$ cat config.mk
export PLATFORM = sky130hd
export DESIGN_NAME = socks5_udp_associate_client_top
export DESIGN_NICKNAME = d
export VERILOG_FILES = /design/src/design/s5ua_pkg.sv /design/src/design/s5ua_front.sv /design/src/design/s5ua_back.sv /design/src/design/socks5_udp_associate_client_top.sv
export SDC_FILE = /design/constraint.sdc
export NUM_CORES = 1
export LEC_CHECK = 0
export BUFFER_PORTS_ARGS = -buffer_cell sky130_fd_sc_hd__buf_4
export CELL_PAD_IN_SITES_DETAIL_PLACEMENT = 0
export CELL_PAD_IN_SITES_GLOBAL_PLACEMENT = 1
export CORE_MARGIN = 2
export CORE_UTILIZATION = 47
export CTS_BUF_LIST = sky130_fd_sc_hd__clkbuf_4 sky130_fd_sc_hd__clkbuf_8 sky130_fd_sc_hd__clkbuf_16
export DETAILED_ROUTE_END_ITERATION = 6
export HOLD_SLACK_MARGIN = 0.03
export PLACE_DENSITY_LB_ADDON = 0.1
export SLEW_MARGIN = 20
export SYNTH_ARGS = -nofsm -noshare
export SYNTH_HDL_FRONTEND = slang
export SYNTH_HIERARCHICAL = 1
export SYNTH_SLANG_ARGS = --single-unit
$ cat constraint.sdc
create_clock -name clock -period 17.53 [get_ports clock]
set_input_delay 2.6295 -clock clock [delete_from_list [all_inputs] [get_ports clock]]
set_output_delay 2.6295 -clock clock [all_outputs]
set_load 0.05 [all_outputs]
$ cat src/design/s5ua_pkg.sv
// Shared types, codes and constants for the SOCKS5 UDP associate client.
// No dependencies; used by every module of the block.

package s5ua_pkg;

   // Raw event kinds on the request port
   localparam logic [2:0] KIND_OPEN       = 3'd0;
   localparam logic [2:0] KIND_CONNECTED  = 3'd1;
   localparam logic [2:0] KIND_RX_BYTE    = 3'd2;
   localparam logic [2:0] KIND_TICK       = 3'd3;
   localparam logic [2:0] KIND_DISCONNECT = 3'd4;
   localparam logic [2:0] KIND_CLOSE      = 3'd5;

   // Actions on the response port
   localparam logic [2:0] ACT_NONE        = 3'd0;
   localparam logic [2:0] ACT_GREETING    = 3'd1;
   localparam logic [2:0] ACT_CREDENTIALS = 3'd2;
   localparam logic [2:0] ACT_ASSOC_REQ   = 3'd3;
   localparam logic [2:0] ACT_ESTABLISHED = 3'd4;
   localparam logic [2:0] ACT_FAILED      = 3'd5;

   // Error codes
   localparam logic [3:0] ERR_NONE         = 4'd0;
   localparam logic [3:0] ERR_TIMEOUT      = 4'd1;
   localparam logic [3:0] ERR_CLOSED_HS    = 4'd2;
   localparam logic [3:0] ERR_ASSOC_CLOSED = 4'd3;
   localparam logic [3:0] ERR_METHODS_REJ  = 4'd4;
   localparam logic [3:0] ERR_BAD_METHOD   = 4'd5;
   localparam logic [3:0] ERR_AUTH_REJ     = 4'd6;
   localparam logic [3:0] ERR_REPLY        = 4'd7;
   localparam logic [3:0] ERR_BAD_ATYP     = 4'd8;
   localparam logic [3:0] ERR_ZERO_PORT    = 4'd9;

   // Register indexes
   localparam logic [2:0] CSR_OFFER_USERPASS = 3'd0;
   localparam logic [2:0] CSR_TIMEOUT_TICKS  = 3'd1;
   localparam logic [2:0] CSR_PEER_ADDR_HI   = 3'd2;
   localparam logic [2:0] CSR_PEER_ADDR_LO   = 3'd3;
   localparam logic [2:0] CSR_PEER_IS_V6     = 3'd4;

   localparam logic [19:0] TIMEOUT_RESET = 20'd10000;

   // Protocol bytes
   localparam logic [7:0] METHOD_NO_AUTH    = 8'h00;
   localparam logic [7:0] METHOD_USER_PW    = 8'h02;
   localparam logic [7:0] METHOD_NONE_OK    = 8'hFF;
   localparam logic [7:0] ADDR_TYPE_V4      = 8'h01;
   localparam logic [7:0] ADDR_TYPE_V6      = 8'h04;

   // Classified event, as carried from front to back
   typedef enum logic [2:0] {
      EV_OPEN,
      EV_CONNECTED,
      EV_RX_BYTE,
      EV_TICK,
      EV_DISCONNECT,
      EV_CLOSE
   } ev_kind_type;

   typedef struct packed {
      ev_kind_type kind;
      logic [7:0]  rx_byte;
   } event_type;

   // Head of the event queue: valid flag and queued event
   typedef struct packed {
      logic      valid;
      event_type ev;
   } evq_head_type;

   typedef struct packed {
      logic        offer_userpass;
      logic [19:0] timeout_ticks;
      logic [63:0] peer_addr_hi;
      logic [63:0] peer_addr_lo;
      logic        peer_is_v6;
   } cfg_type;

   typedef struct packed {
      logic [2:0]  action;
      logic [3:0]  error_code;
      logic [7:0]  reply_code;
      logic [63:0] relay_addr_hi;
      logic [63:0] relay_addr_lo;
      logic        relay_is_v6;
      logic [15:0] relay_port;
   } result_type;

endpackage

$ cat src/design/s5ua_front.sv
// Front end: accepts request beats, classifies the event kind and queues it.
// Depends on s5ua_pkg.

module s5ua_front (
   input  logic                  clock,
   input  logic                  reset,
   input  logic                  req_push,
   output logic                  req_full,
   input  logic [2:0]            req_kind,
   input  logic [7:0]            req_rx_byte,
   output s5ua_pkg::evq_head_type head,
   input  logic                  head_pop
);
   import s5ua_pkg::*;

   event_type  q_ff [2];
   logic       wr_ptr_ff, wr_ptr_in;
   logic       rd_ptr_ff, rd_ptr_in;
   logic [1:0] count_ff, count_in;

   logic        accept;
   logic        known;
   logic        enq;
   logic        deq;
   ev_kind_type kind_dec;

   // Classify the raw kind; unknown kinds are taken and dropped
   always_comb begin
      known    = 1'b1;
      kind_dec = EV_OPEN;
      case (req_kind)
         KIND_OPEN:       kind_dec = EV_OPEN;
         KIND_CONNECTED:  kind_dec = EV_CONNECTED;
         KIND_RX_BYTE:    kind_dec = EV_RX_BYTE;
         KIND_TICK:       kind_dec = EV_TICK;
         KIND_DISCONNECT: kind_dec = EV_DISCONNECT;
         KIND_CLOSE:      kind_dec = EV_CLOSE;
         default:         known    = 1'b0;
      endcase
   end

   assign req_full = (count_ff == 2'd2);
   assign accept   = req_push && !req_full;
   assign enq      = accept && known;
   assign deq      = head_pop && (count_ff != 2'd0);

   // Queue pointers
   always_comb begin
      wr_ptr_in = enq ? ~wr_ptr_ff : wr_ptr_ff;
      rd_ptr_in = deq ? ~rd_ptr_ff : rd_ptr_ff;
      count_in  = count_ff + {1'b0, enq} - {1'b0, deq};
   end

   always_ff @(posedge clock) begin
      if (reset) begin
         wr_ptr_ff <= 1'b0;
         rd_ptr_ff <= 1'b0;
         count_ff  <= 2'd0;
      end else begin
         wr_ptr_ff <= wr_ptr_in;
         rd_ptr_ff <= rd_ptr_in;
         count_ff  <= count_in;
      end
   end

   // Queue storage
   always_ff @(posedge clock) begin
      if (enq) begin
         q_ff[wr_ptr_ff] <= '{kind: kind_dec, rx_byte: req_rx_byte};
      end
   end

   assign head.valid = (count_ff != 2'd0);
   assign head.ev    = q_ff[rd_ptr_ff];

endmodule

$ cat src/design/s5ua_back.sv
// Back end: handshake sequencer, reply parser, timeout counter, result queue.
// Depends on s5ua_pkg; fed by s5ua_front.

module s5ua_back (
   input  logic                   clock,
   input  logic                   reset,
   input  s5ua_pkg::cfg_type      cfg,
   input  s5ua_pkg::evq_head_type head,
   output logic                   head_pop,
   output logic                   rsp_empty,
   input  logic                   rsp_pop,
   output s5ua_pkg::result_type   rsp
);
   import s5ua_pkg::*;

   typedef enum logic [2:0] {
      ST_IDLE,
      ST_METHOD,
      ST_AUTH,
      ST_ASSOC,
      ST_EST,
      ST_FAILED
   } stage_type;

   stage_type   stage_ff, stage_in;
   logic [4:0]  pos_ff, pos_in;
   logic [7:0]  rc_ff, rc_in;
   logic        v6_ff, v6_in;
   logic [63:0] addr_hi_ff, addr_hi_in;
   logic [63:0] addr_lo_ff, addr_lo_in;
   logic [15:0] port_ff, port_in;
   logic [19:0] tcount_ff, tcount_in;
   logic        armed_ff, armed_in;

   result_type  oq_ff [2];
   logic        owr_ptr_ff, ord_ptr_ff;
   logic [1:0]  ocount_ff, ocount_in;

   logic        room;
   logic        step;
   logic        hand;
   logic        res_valid;
   result_type  res;
   logic        fail_req;
   logic [3:0]  fail_code;
   logic [7:0]  fail_rc;
   logic        clear_parse;
   logic [4:0]  pos;
   logic [7:0]  b;
   logic [15:0] port_new;
   logic [63:0] fin_hi, fin_lo;
   logic        fin_v6;
   logic        addr_phase, port_phase;
   logic        opop;

   assign room     = (ocount_ff != 2'd2);
   assign step     = head.valid && room;
   assign head_pop = step;
   assign hand     = (stage_ff == ST_METHOD) || (stage_ff == ST_AUTH) ||
                     (stage_ff == ST_ASSOC);
   assign pos      = pos_ff;
   assign b        = head.ev.rx_byte;
   assign port_new = {port_ff[7:0], b};
   assign addr_phase = v6_ff ? (pos < 5'd20) : (pos < 5'd8);
   assign port_phase = v6_ff ? (pos < 5'd21) : (pos < 5'd9);

   // Relay address at the last port byte, with peer substitution for all zero
   always_comb begin
      fin_v6 = v6_ff;
      fin_hi = v6_ff ? addr_hi_ff : 64'd0;
      fin_lo = v6_ff ? addr_lo_ff : {32'd0, addr_lo_ff[31:0]};
      if ((fin_hi == 64'd0) && (fin_lo == 64'd0)) begin
         fin_v6 = cfg.peer_is_v6;
         fin_hi = cfg.peer_is_v6 ? cfg.peer_addr_hi : 64'd0;
         fin_lo = cfg.peer_is_v6 ? cfg.peer_addr_lo : {32'd0, cfg.peer_addr_lo[31:0]};
      end
   end

   // Event execution
   always_comb begin
      stage_in    = stage_ff;
      pos_in      = pos_ff;
      rc_in       = rc_ff;
      v6_in       = v6_ff;
      addr_hi_in  = addr_hi_ff;
      addr_lo_in  = addr_lo_ff;
      port_in     = port_ff;
      tcount_in   = tcount_ff;
      armed_in    = armed_ff;
      res_valid   = 1'b0;
      res         = '0;
      fail_req    = 1'b0;
      fail_code   = ERR_NONE;
      fail_rc     = 8'd0;
      clear_parse = 1'b0;

      if (step) begin
         case (head.ev.kind)
            EV_OPEN: begin
               clear_parse = 1'b1;
               stage_in    = ST_METHOD;
               tcount_in   = cfg.timeout_ticks;
               armed_in    = 1'b1;
            end
            EV_CONNECTED: begin
               if (stage_ff == ST_METHOD) begin
                  res_valid  = 1'b1;
                  res.action = ACT_GREETING;
               end
            end
            EV_RX_BYTE: begin
               if (hand) begin
                  if (pos_ff != 5'd31) begin
                     pos_in = pos_ff + 5'd1;
                  end
                  if (stage_ff == ST_AUTH) begin
                     if (pos == 5'd1) begin
                        if (b != 8'd0) begin
                           fail_req  = 1'b1;
                           fail_code = ERR_AUTH_REJ;
                        end else begin
                           stage_in    = ST_ASSOC;
                           clear_parse = 1'b1;
                           res_valid   = 1'b1;
                           res.action  = ACT_ASSOC_REQ;
                        end
                     end
                  end else if (stage_ff == ST_METHOD) begin
                     if (pos == 5'd1) begin
                        if (b == METHOD_NONE_OK) begin
                           fail_req  = 1'b1;
                           fail_code = ERR_METHODS_REJ;
                        end else if (b == METHOD_USER_PW && cfg.offer_userpass) begin
                           stage_in    = ST_AUTH;
                           clear_parse = 1'b1;
                           res_valid   = 1'b1;
                           res.action  = ACT_CREDENTIALS;
                        end else if (b == METHOD_NO_AUTH) begin
                           stage_in    = ST_ASSOC;
                           clear_parse = 1'b1;
                           res_valid   = 1'b1;
                           res.action  = ACT_ASSOC_REQ;
                        end else begin
                           fail_req  = 1'b1;
                           fail_code = ERR_BAD_METHOD;
                        end
                     end
                  end else begin
                     // associate reply
                     if (pos == 5'd1) begin
                        rc_in = b;
                     end else if (pos == 5'd3) begin
                        if (rc_ff != 8'd0) begin
                           fail_req  = 1'b1;
                           fail_code = ERR_REPLY;
                           fail_rc   = rc_ff;
                        end else if (b == ADDR_TYPE_V4) begin
                           v6_in = 1'b0;
                        end else if (b == ADDR_TYPE_V6) begin
                           v6_in = 1'b1;
                        end else begin
                           fail_req  = 1'b1;
                           fail_code = ERR_BAD_ATYP;
                        end
                     end else if (pos >= 5'd4) begin
                        if (addr_phase) begin
                           addr_hi_in = {addr_hi_ff[55:0], addr_lo_ff[63:56]};
                           addr_lo_in = {addr_lo_ff[55:0], b};
                        end else begin
                           port_in = port_new;
                           if (!port_phase) begin
                              if (port_new == 16'd0) begin
                                 fail_req  = 1'b1;
                                 fail_code = ERR_ZERO_PORT;
                              end else begin
                                 stage_in          = ST_EST;
                                 armed_in          = 1'b0;
                                 tcount_in         = 20'd0;
                                 clear_parse       = 1'b1;
                                 res_valid         = 1'b1;
                                 res.action        = ACT_ESTABLISHED;
                                 res.relay_addr_hi = fin_hi;
                                 res.relay_addr_lo = fin_lo;
                                 res.relay_is_v6   = fin_v6;
                                 res.relay_port    = port_new;
                              end
                           end
                        end
                     end
                  end
               end
            end
            EV_TICK: begin
               if (armed_ff) begin
                  if (tcount_ff <= 20'd1) begin
                     tcount_in = 20'd0;
                     armed_in  = 1'b0;
                     fail_req  = 1'b1;
                     fail_code = ERR_TIMEOUT;
                  end else begin
                     tcount_in = tcount_ff - 20'd1;
                  end
               end
            end
            EV_DISCONNECT: begin
               if (hand) begin
                  fail_req  = 1'b1;
                  fail_code = ERR_CLOSED_HS;
               end else if (stage_ff == ST_EST) begin
                  fail_req  = 1'b1;
                  fail_code = ERR_ASSOC_CLOSED;
               end
            end
            EV_CLOSE: begin
               armed_in    = 1'b0;
               tcount_in   = 20'd0;
               clear_parse = 1'b1;
               stage_in    = ST_IDLE;
            end
            default: begin
            end
         endcase

         // Failure is reported once; a repeat leaves the state alone
         if (fail_req && stage_ff != ST_FAILED) begin
            stage_in       = ST_FAILED;
            armed_in       = 1'b0;
            tcount_in      = 20'd0;
            clear_parse    = 1'b1;
            res_valid      = 1'b1;
            res            = '0;
            res.action     = ACT_FAILED;
            res.error_code = fail_code;
            res.reply_code = fail_rc;
         end

         if (clear_parse) begin
            pos_in     = 5'd0;
            rc_in      = 8'd0;
            v6_in      = 1'b0;
            addr_hi_in = 64'd0;
            addr_lo_in = 64'd0;
            port_in    = 16'd0;
         end
      end
   end

   // Sequencer state
   always_ff @(posedge clock) begin
      if (reset) begin
         stage_ff   <= ST_IDLE;
         pos_ff     <= 5'd0;
         rc_ff      <= 8'd0;
         v6_ff      <= 1'b0;
         addr_hi_ff <= 64'd0;
         addr_lo_ff <= 64'd0;
         port_ff    <= 16'd0;
         tcount_ff  <= 20'd0;
         armed_ff   <= 1'b0;
      end else begin
         stage_ff   <= stage_in;
         pos_ff     <= pos_in;
         rc_ff      <= rc_in;
         v6_ff      <= v6_in;
         addr_hi_ff <= addr_hi_in;
         addr_lo_ff <= addr_lo_in;
         port_ff    <= port_in;
         tcount_ff  <= tcount_in;
         armed_ff   <= armed_in;
      end
   end

   // Result queue, two beats deep
   assign opop      = rsp_pop && (ocount_ff != 2'd0);
   assign ocount_in = ocount_ff + {1'b0, res_valid} - {1'b0, opop};

   always_ff @(posedge clock) begin
      if (reset) begin
         owr_ptr_ff <= 1'b0;
         ord_ptr_ff <= 1'b0;
         ocount_ff  <= 2'd0;
      end else begin
         if (res_valid) begin
            owr_ptr_ff <= ~owr_ptr_ff;
         end
         if (opop) begin
            ord_ptr_ff <= ~ord_ptr_ff;
         end
         ocount_ff <= ocount_in;
      end
   end

   always_ff @(posedge clock) begin
      if (res_valid) begin
         oq_ff[owr_ptr_ff] <= res;
      end
   end

   assign rsp_empty = (ocount_ff == 2'd0);
   assign rsp       = oq_ff[ord_ptr_ff];

   // The timer runs only during the handshake stages
   a_armed_in_hs: assert property (@(posedge clock) disable iff (reset)
      armed_ff |-> (stage_ff == ST_METHOD || stage_ff == ST_AUTH || stage_ff == ST_ASSOC))
      else $error("timer armed outside handshake");

   // A stopped timer holds zero
   a_idle_timer: assert property (@(posedge clock) disable iff (reset)
      !armed_ff |-> (tcount_ff == 20'd0))
      else $error("stopped timer not zero");

   // A failure beat always lands the sequencer in the failed stage
   a_fail_stage: assert property (@(posedge clock) disable iff (reset)
      (res_valid && res.action == ACT_FAILED) |=> (stage_ff == ST_FAILED))
      else $error("failure reported without failed stage");

   // No event is executed without room for its result
   a_room: assert property (@(posedge clock) disable iff (reset)
      res_valid |-> (ocount_ff != 2'd2))
      else $error("result queue overrun");

   // Parse state is clear whenever the sequencer is outside the reply stages
   a_parse_clear: assert property (@(posedge clock) disable iff (reset)
      (stage_ff == ST_EST || stage_ff == ST_FAILED || stage_ff == ST_IDLE) |->
      (pos_ff == 5'd0 && port_ff == 16'd0))
      else $error("parse state left over");

endmodule

$ cat src/design/socks5_udp_associate_client_top.sv
// Top level of the SOCKS5 UDP associate client: register file plus front/back.
// Depends on s5ua_pkg, s5ua_front and s5ua_back.
//
//   channel   direction  handshake         payload
//   req_*     in         req_push/req_full kind, rx_byte
//   rsp_*     out        rsp_pop/rsp_empty action, error_code, reply_code, relay_*
//   csr_*     in         csr_wr_en         csr_index, csr_wdata
//
// One event per cycle sustained while results are popped; a result reaches the rsp
// ports through the event queue, then the sequencer into the result queue.
// The sequencer step (one byte or event) sets the rate; both queues are 2 beats.
// Reset is synchronous, active high, and clears queues, sequencer and registers.
// A stalled response side fills the result queue, then the event queue, then
// raises req_full.

module socks5_udp_associate_client_top (
   input  logic        clock,
   input  logic        reset,
   input  logic        req_push,
   output logic        req_full,
   input  logic [2:0]  req_kind,
   input  logic [7:0]  req_rx_byte,
   output logic        rsp_empty,
   input  logic        rsp_pop,
   output logic [2:0]  rsp_action,
   output logic [3:0]  rsp_error_code,
   output logic [7:0]  rsp_reply_code,
   output logic [63:0] rsp_relay_addr_hi,
   output logic [63:0] rsp_relay_addr_lo,
   output logic        rsp_relay_is_v6,
   output logic [15:0] rsp_relay_port,
   input  logic        csr_wr_en,
   input  logic [2:0]  csr_index,
   input  logic [63:0] csr_wdata
);
   import s5ua_pkg::*;

   cfg_type      cfg_ff;
   evq_head_type head;
   logic         head_pop;
   result_type   rsp;

   // Configuration registers
   always_ff @(posedge clock) begin
      if (reset) begin
         cfg_ff.offer_userpass <= 1'b0;
         cfg_ff.timeout_ticks  <= TIMEOUT_RESET;
         cfg_ff.peer_addr_hi   <= 64'd0;
         cfg_ff.peer_addr_lo   <= 64'd0;
         cfg_ff.peer_is_v6     <= 1'b0;
      end else if (csr_wr_en) begin
         case (csr_index)
            CSR_OFFER_USERPASS: cfg_ff.offer_userpass <= csr_wdata[0];
            CSR_TIMEOUT_TICKS:  cfg_ff.timeout_ticks  <= csr_wdata[19:0];
            CSR_PEER_ADDR_HI:   cfg_ff.peer_addr_hi   <= csr_wdata;
            CSR_PEER_ADDR_LO:   cfg_ff.peer_addr_lo   <= csr_wdata;
            CSR_PEER_IS_V6:     cfg_ff.peer_is_v6     <= csr_wdata[0];
            default: begin
            end
         endcase
      end
   end

   s5ua_front u_front (
      .clock       (clock),
      .reset       (reset),
      .req_push    (req_push),
      .req_full    (req_full),
      .req_kind    (req_kind),
      .req_rx_byte (req_rx_byte),
      .head        (head),
      .head_pop    (head_pop)
   );

   s5ua_back u_back (
      .clock     (clock),
      .reset     (reset),
      .cfg       (cfg_ff),
      .head      (head),
      .head_pop  (head_pop),
      .rsp_empty (rsp_empty),
      .rsp_pop   (rsp_pop),
      .rsp       (rsp)
   );

   assign rsp_action        = rsp.action;
   assign rsp_error_code    = rsp.error_code;
   assign rsp_reply_code    = rsp.reply_code;
   assign rsp_relay_addr_hi = rsp.relay_addr_hi;
   assign rsp_relay_addr_lo = rsp.relay_addr_lo;
   assign rsp_relay_is_v6   = rsp.relay_is_v6;
   assign rsp_relay_port    = rsp.relay_port;

endmodule
# Word level (Yosys, flattened, before mapping)
# Memories as Yosys holds them, arrays and structs flattened. A register that Yosys moved wholly into a read port is not among the register bits.
# Index checks and enable logic that the tools add are counted.
[totals]
register_bits = 332
ramBits = 342
in_bits = 83
out_inout_bits = 162
word_cells = 355
mem_count = 2
[classes]
add_sub_neg = 6
magnitude_cmp = 6
n_eq_ne = 55
mux = 214
bitwise = 4
n_reduce_logical = 48
[mem_list]
columns = ["memory", "depth", "width", "read_ports", "rd_clocked_by_memory_dff", "wr", "line_no", "rtl"]
rows = [
  ["u_back.oq_ff", 2, 160, 1, 1, 1, "s5ua_back.sv:35", "result_type oq_ff [2];"],
  ["u_front.q_ff", 2, 11, 1, 1, 1, "s5ua_front.sv:16", "event_type q_ff [2];"],
]
[ops]
columns = ["cell", "n"]
rows = [
  ["2-to-1 mux 64 bit", 24],
  ["2-to-1 mux 145 bit", 10],
  ["2-to-1 mux 160 bit", 2],
  ["2-to-1 mux 20 bit", 12],
  ["2-to-1 mux 8 bit", 22],
  ["zero test 64 bit", 2],
  ["2-to-1 mux 3 bit", 31],
  ["case mux 20 bit (4 select lines)", 1],
  ["2-to-1 mux 1 bit", 79],
  ["2-to-1 mux 4 bit", 18],
  ["AND reduction 9 bit", 3],
  ["equality test 3 x 2 -> 1 bit, second input constant", 8],
  ["!= test 3 bit, second input constant", 8],
  ["less-or-equal comparator 20 x 1 -> 1 bit, second input constant", 1],
  ["2-to-1 mux 5 bit", 4],
  ["!= test 4 bit, second input constant", 5],
  ["subtractor 20 x 1 -> 20 bit, second input constant", 1],
  ["equality test 3 bit, second input constant", 6],
  ["nonzero test 2 bit", 9],
  ["zero test 16 bit", 1],
  ["nonzero test 8 bit", 2],
  ["case mux 3 bit (5 select lines)", 1],
  ["!= test 2 bit, second input constant", 7],
  ["AND reduction 14 bit", 1],
  ["other kinds (44)", 75],
]

# Longest topological paths before layout
[logic_depth]
depth_word = 17
depth_mapped = 15
depth_no_buf = 14

# Cells and area by module
# Netlist, hierarchy kept.
[modules_own_cells]
columns = ["module", "instances", "cells_each", "area_per_inst_um2", "seq_area_each_um2"]
rows = [
  ["s5ua_back", 1, 1609, 20724.9, 13192.7],
  ["socks5_udp_associate_client_top", 1, 567, 6157.2, 3002.9],
  ["s5ua_front", 1, 64, 1069.8, 760.7],
]

# Least setup slack after synthesis
# Ideal clock, no wire load.
[synth_path]
kind = "reg-to-reg"
from = "register (tool-made name)"
to = "memory u_back/oq_ff[0][0] (netlist name), enable pin"
setup_time_ns = 0.683
arrival_ns = 9.357
required_ns = 16.847
setup_slack_ns = 7.490
stages_incl_launch_ff = 11
path_buffers = 2
synth_period_minus_slack_ns = 10.040
cell_sequence = "dfxtp_1 > buf_2 > mux2_2 > clkbuf_1 > nor4_1 > and4_1 > a31oi_1 > nor4b_4 > o41a_1 > inv_1 > nor2_1"
[synth_lines]
columns = ["element", "line_no"]
rows = [
  ["end, declared", "s5ua_back.sv:35"],
]

==> impl_metrics.py <==
metrics = {
    "status": {
        "status": "finished clean",
    },
    "detailed_routing": {
        "avgViaCountPerCell": 5.774,
        "routed_wl_um": 74850,
        "drc": 0,
        "drt_pass1_iterations": 5,
        "vias": 18760,
        "detail_route.wl_per_cell_um": 23.04,
        "ant_nets": 0,
        "drtIter0Drc": 1582,
    },
    "sta": {
        "setup_slack_ns": 11.82,
        "setup_tns_ns": 0,
        "fin_worst_skew_ns": 0.02526,
        "finalCritPeriodShare_pct": 32.57,
        "setup_viol": 0,
        "slew_headroom_pct": 27.68,
        "max_freq_mhz": 175.1,
        "worst_slew_pin_slew_ns": 1.085,
        "min_period_ns": 5.710,
        "maxSlewViolCount": 0,
        "hold_viol": 0,
        "rsz0062_at_grt": "no",
    },
    "layout": {
        "syn_to_final_growth_pct": 16.66,
        "final_area_mm2": 0.03261,
        "antenna_cells": 0,
        "fin_nets": 2510,
        "fillers": 4998,
        "drive_above_1_share_pct": 23.75,
    },
    "placement": {
        "portBuffers": 244,
        "gp_congestion": 0.8701,
        "place_hpwl_um": 49160,
        "placed_cell_area_mm2": 0.03022,
        "dp_slack_ns": 11.73,
    },
    "clock_tree": {
        "cts_sinks": 676,
        "cts_buffers": 71,
        "post-cts-setup-buffers": 0,
        "clockBufferDepth": 3,
        "htree_levels": 3,
        "clk_transition_reported_paths_ns": 0.06,
        "insertion_delay_ns": 0.61,
        "cts_root_buf": "clkbuf_16",
        "cts_resized": 0,
        "postCtsHoldBufs": 0,
        "tritoncts": "built",
    },
    "synthesis": {
        "yosysUniqueCellTypes": 81,
        "ys_seq_elements": 676,
        "async_reset_ff_share_pct": 0,
        "ys_seq_area_share_pct": 60.66,
        "syn_inst": 2240,
        "synth_top_area_share_pct": 36.74,
        "yosys.cell_count.top_type": "edfxtp_1",
        "yosys_warnings": 6,
        "synth.largest_area_cell": "edfxtp_1",
        "synthTopCellsByArea": "edfxtp_1 37%, dfxtp_1 24%, mux2_2 6.9%, mux2i_1 5.4%, nand2b_1 4.8%",
        "synth-main-ff-cell": "edfxtp_1",
        "synth_area_mm2": 0.02795,
        "synthTopCellsByCount": "342 x edfxtp_1, 334 x dfxtp_1, 221 x nor2_1",
        "syn_avg_cell_area_um2": 12.48,
        "synth_fp_nets": 2332,
        "synth_edf_count": 342,
    },
    "floorplanning": {
        "coreArea_mm2": 0.05891,
        "rows": 89,
        "die_h_um": 247.9,
        "die_width_um": 247.9,
        "start_util_pct": 47.45,
        "io-pin-count": 245,
        "dieArea_mm2": 0.06144,
    },
    "grt": {
        "grt_overflow": 0,
        "grt_pass1_wl_um": 112500,
        "grt.total_usage_pct": 24.13,
        "grt_pass1_vias": 18350,
        "grt_max_degree": 251,
        "antenna_found_initial": 0,
    },
    "setup_path": {
        "cp-end-kind": "register",
        "worstPathArrival_ns": 5.92,
        "cp_data_required_time_ns": 17.74,
        "setup.worst_path.class": "reg -> reg",
        "crit_fanout": 66,
        "start_kind": "register",
    },
    "job": {
        "cap_violations": 0,
    },
    "power": {
        "worst_ir_drop_vdd_mv": 0.1102,
        "power_density_mw_per_mm2": 120.5,
        "p_leak_nw": 10.90,
    },
    "worst_hold_path": {
        "hold_path.class": "reg -> reg",
    },
}
## critical path, cell delays in order, from the launching register on
cell     delay, ns
dfxtp_1       0.62
mux2_2        0.50
nor4_1        0.38
and4_1        0.28
a31oi_1       0.16
nor4b_4       0.75
o41a_1        0.38
and2_4        0.57
buf_4         0.71
buf_4         0.83
## state kept, by name (all words and copies together), names as in the netlist, named ones only
signal and count:
u_front/count_ff 2, u_back/armed_ff 1, u_back/addr_lo_ff 64, u_back/v6_ff 1
u_back/stage_ff 3, u_back/addr_hi_ff 64, u_back/oq_ff 320, u_back/tcount_ff 20
u_back/rc_ff 8, u_back/pos 5, u_front/wr_ptr_ff 1, u_back/owr_ptr_ff 1
cfg_ff 150, u_back/port_ff 8, u_front/q_ff 22, u_back/ord_ptr_ff 1
u_back/ocount_ff 2, u_front/rd_ptr_ff 1
## cell families after synthesis
kind of cell | count (synthesis) | share of synthesized area [%]
and+or+nand+nor | 651 | 12.66
DFF | 676 | 60.66
xor gates and xnor gates | 20 | 0.6267
buffers and inverters | 177 | 2.927
muxes | 325 | 12.43
adders and majority gates | 9 | 0.4029
AOI/OAI and AO/OA | 382 | 10.30
## cells in the final DEF (no fill, tap or decap), types with 7 or more instances in the layout
cell type	count
clkbuf_16	74
or3_1	8
edfxtp_1	342
nand4_1	12
a31oi_1	8
inv_1	17
and2_1	25
nor2b_1	10
dfxtp_1	333
or4_1	7
a21oi_1	44
mux2_2	172
o21ai_1	12
nor3_1	18
clkbuf_4	14
clkinv_2	16
nor2_1	219
nand2b_1	214
buf_4	261
nand3_1	11
o21ai_0	19
o21a_1	8
xnor2_1	9
xor2_1	11
a22oi_1	141
a22o_1	113
mux2i_1	152
nand2_1	38
nor4_1	49
ha_1	9
clkinv_1	10
## metrics by stage
step / hold WS [ns] / instances / power, W / utilization (%)
final: 0.4725 / 3249 / 0.003929 / 55.36
after global routing: 0.4861 / 3249 / 0.004082 / 55.36
after global placement: 0.4488 / 3118 / 0.002431 / 51.31
after detailed placement: 0.4642 / 3118 / 0.002438 / 51.31
after CTS: 0.4762 / 3249 / 0.003960 / 55.35
after floorplan: 0.4371 / 2240 / 0.002271 / -
## area by class of cell
class	count	area [um2]	area share [%]
Clock buffer	93	2026	6.212
Clock inverter	38	356.6	1.094
Inverter	18	67.56	0.2072
Multi-Input combinational cell	1387	10230	31.36
Sequential cell	676	16960	52.01
Tap cell	773	967.2	2.966
Timing Repair Buffer	264	2006	6.151
## per-layer routing
metal | track usage, % | routed length [um]
met3 | 3.374 | 3364
met2 | 39.16 | 35800
met5 | 0 | 0
met4 | 7.820 | 2240
met1 | 33.39 | 33440
## final timing paths
path               start                  end  slack [ns]  depth (start not counted)
max             register  u_back/oq_ff[1][19]       11.82                          9
min          cfg_ff[123]          cfg_ff[123]        0.47                          2
max reg2reg     register  u_back/oq_ff[1][19]       11.82                          9
min reg2reg  cfg_ff[123]          cfg_ff[123]        0.47                          2
## power by group
part           total, W  leakage (nW)  switching [W]  internal [W]
sequential      0.00174          5.20      0.0000398       0.00170
clock           0.00152          1.19       0.000615      0.000906
combinational  0.000667          4.51       0.000435      0.000232
Note: power is estimated with default switching activity, not from simulation.
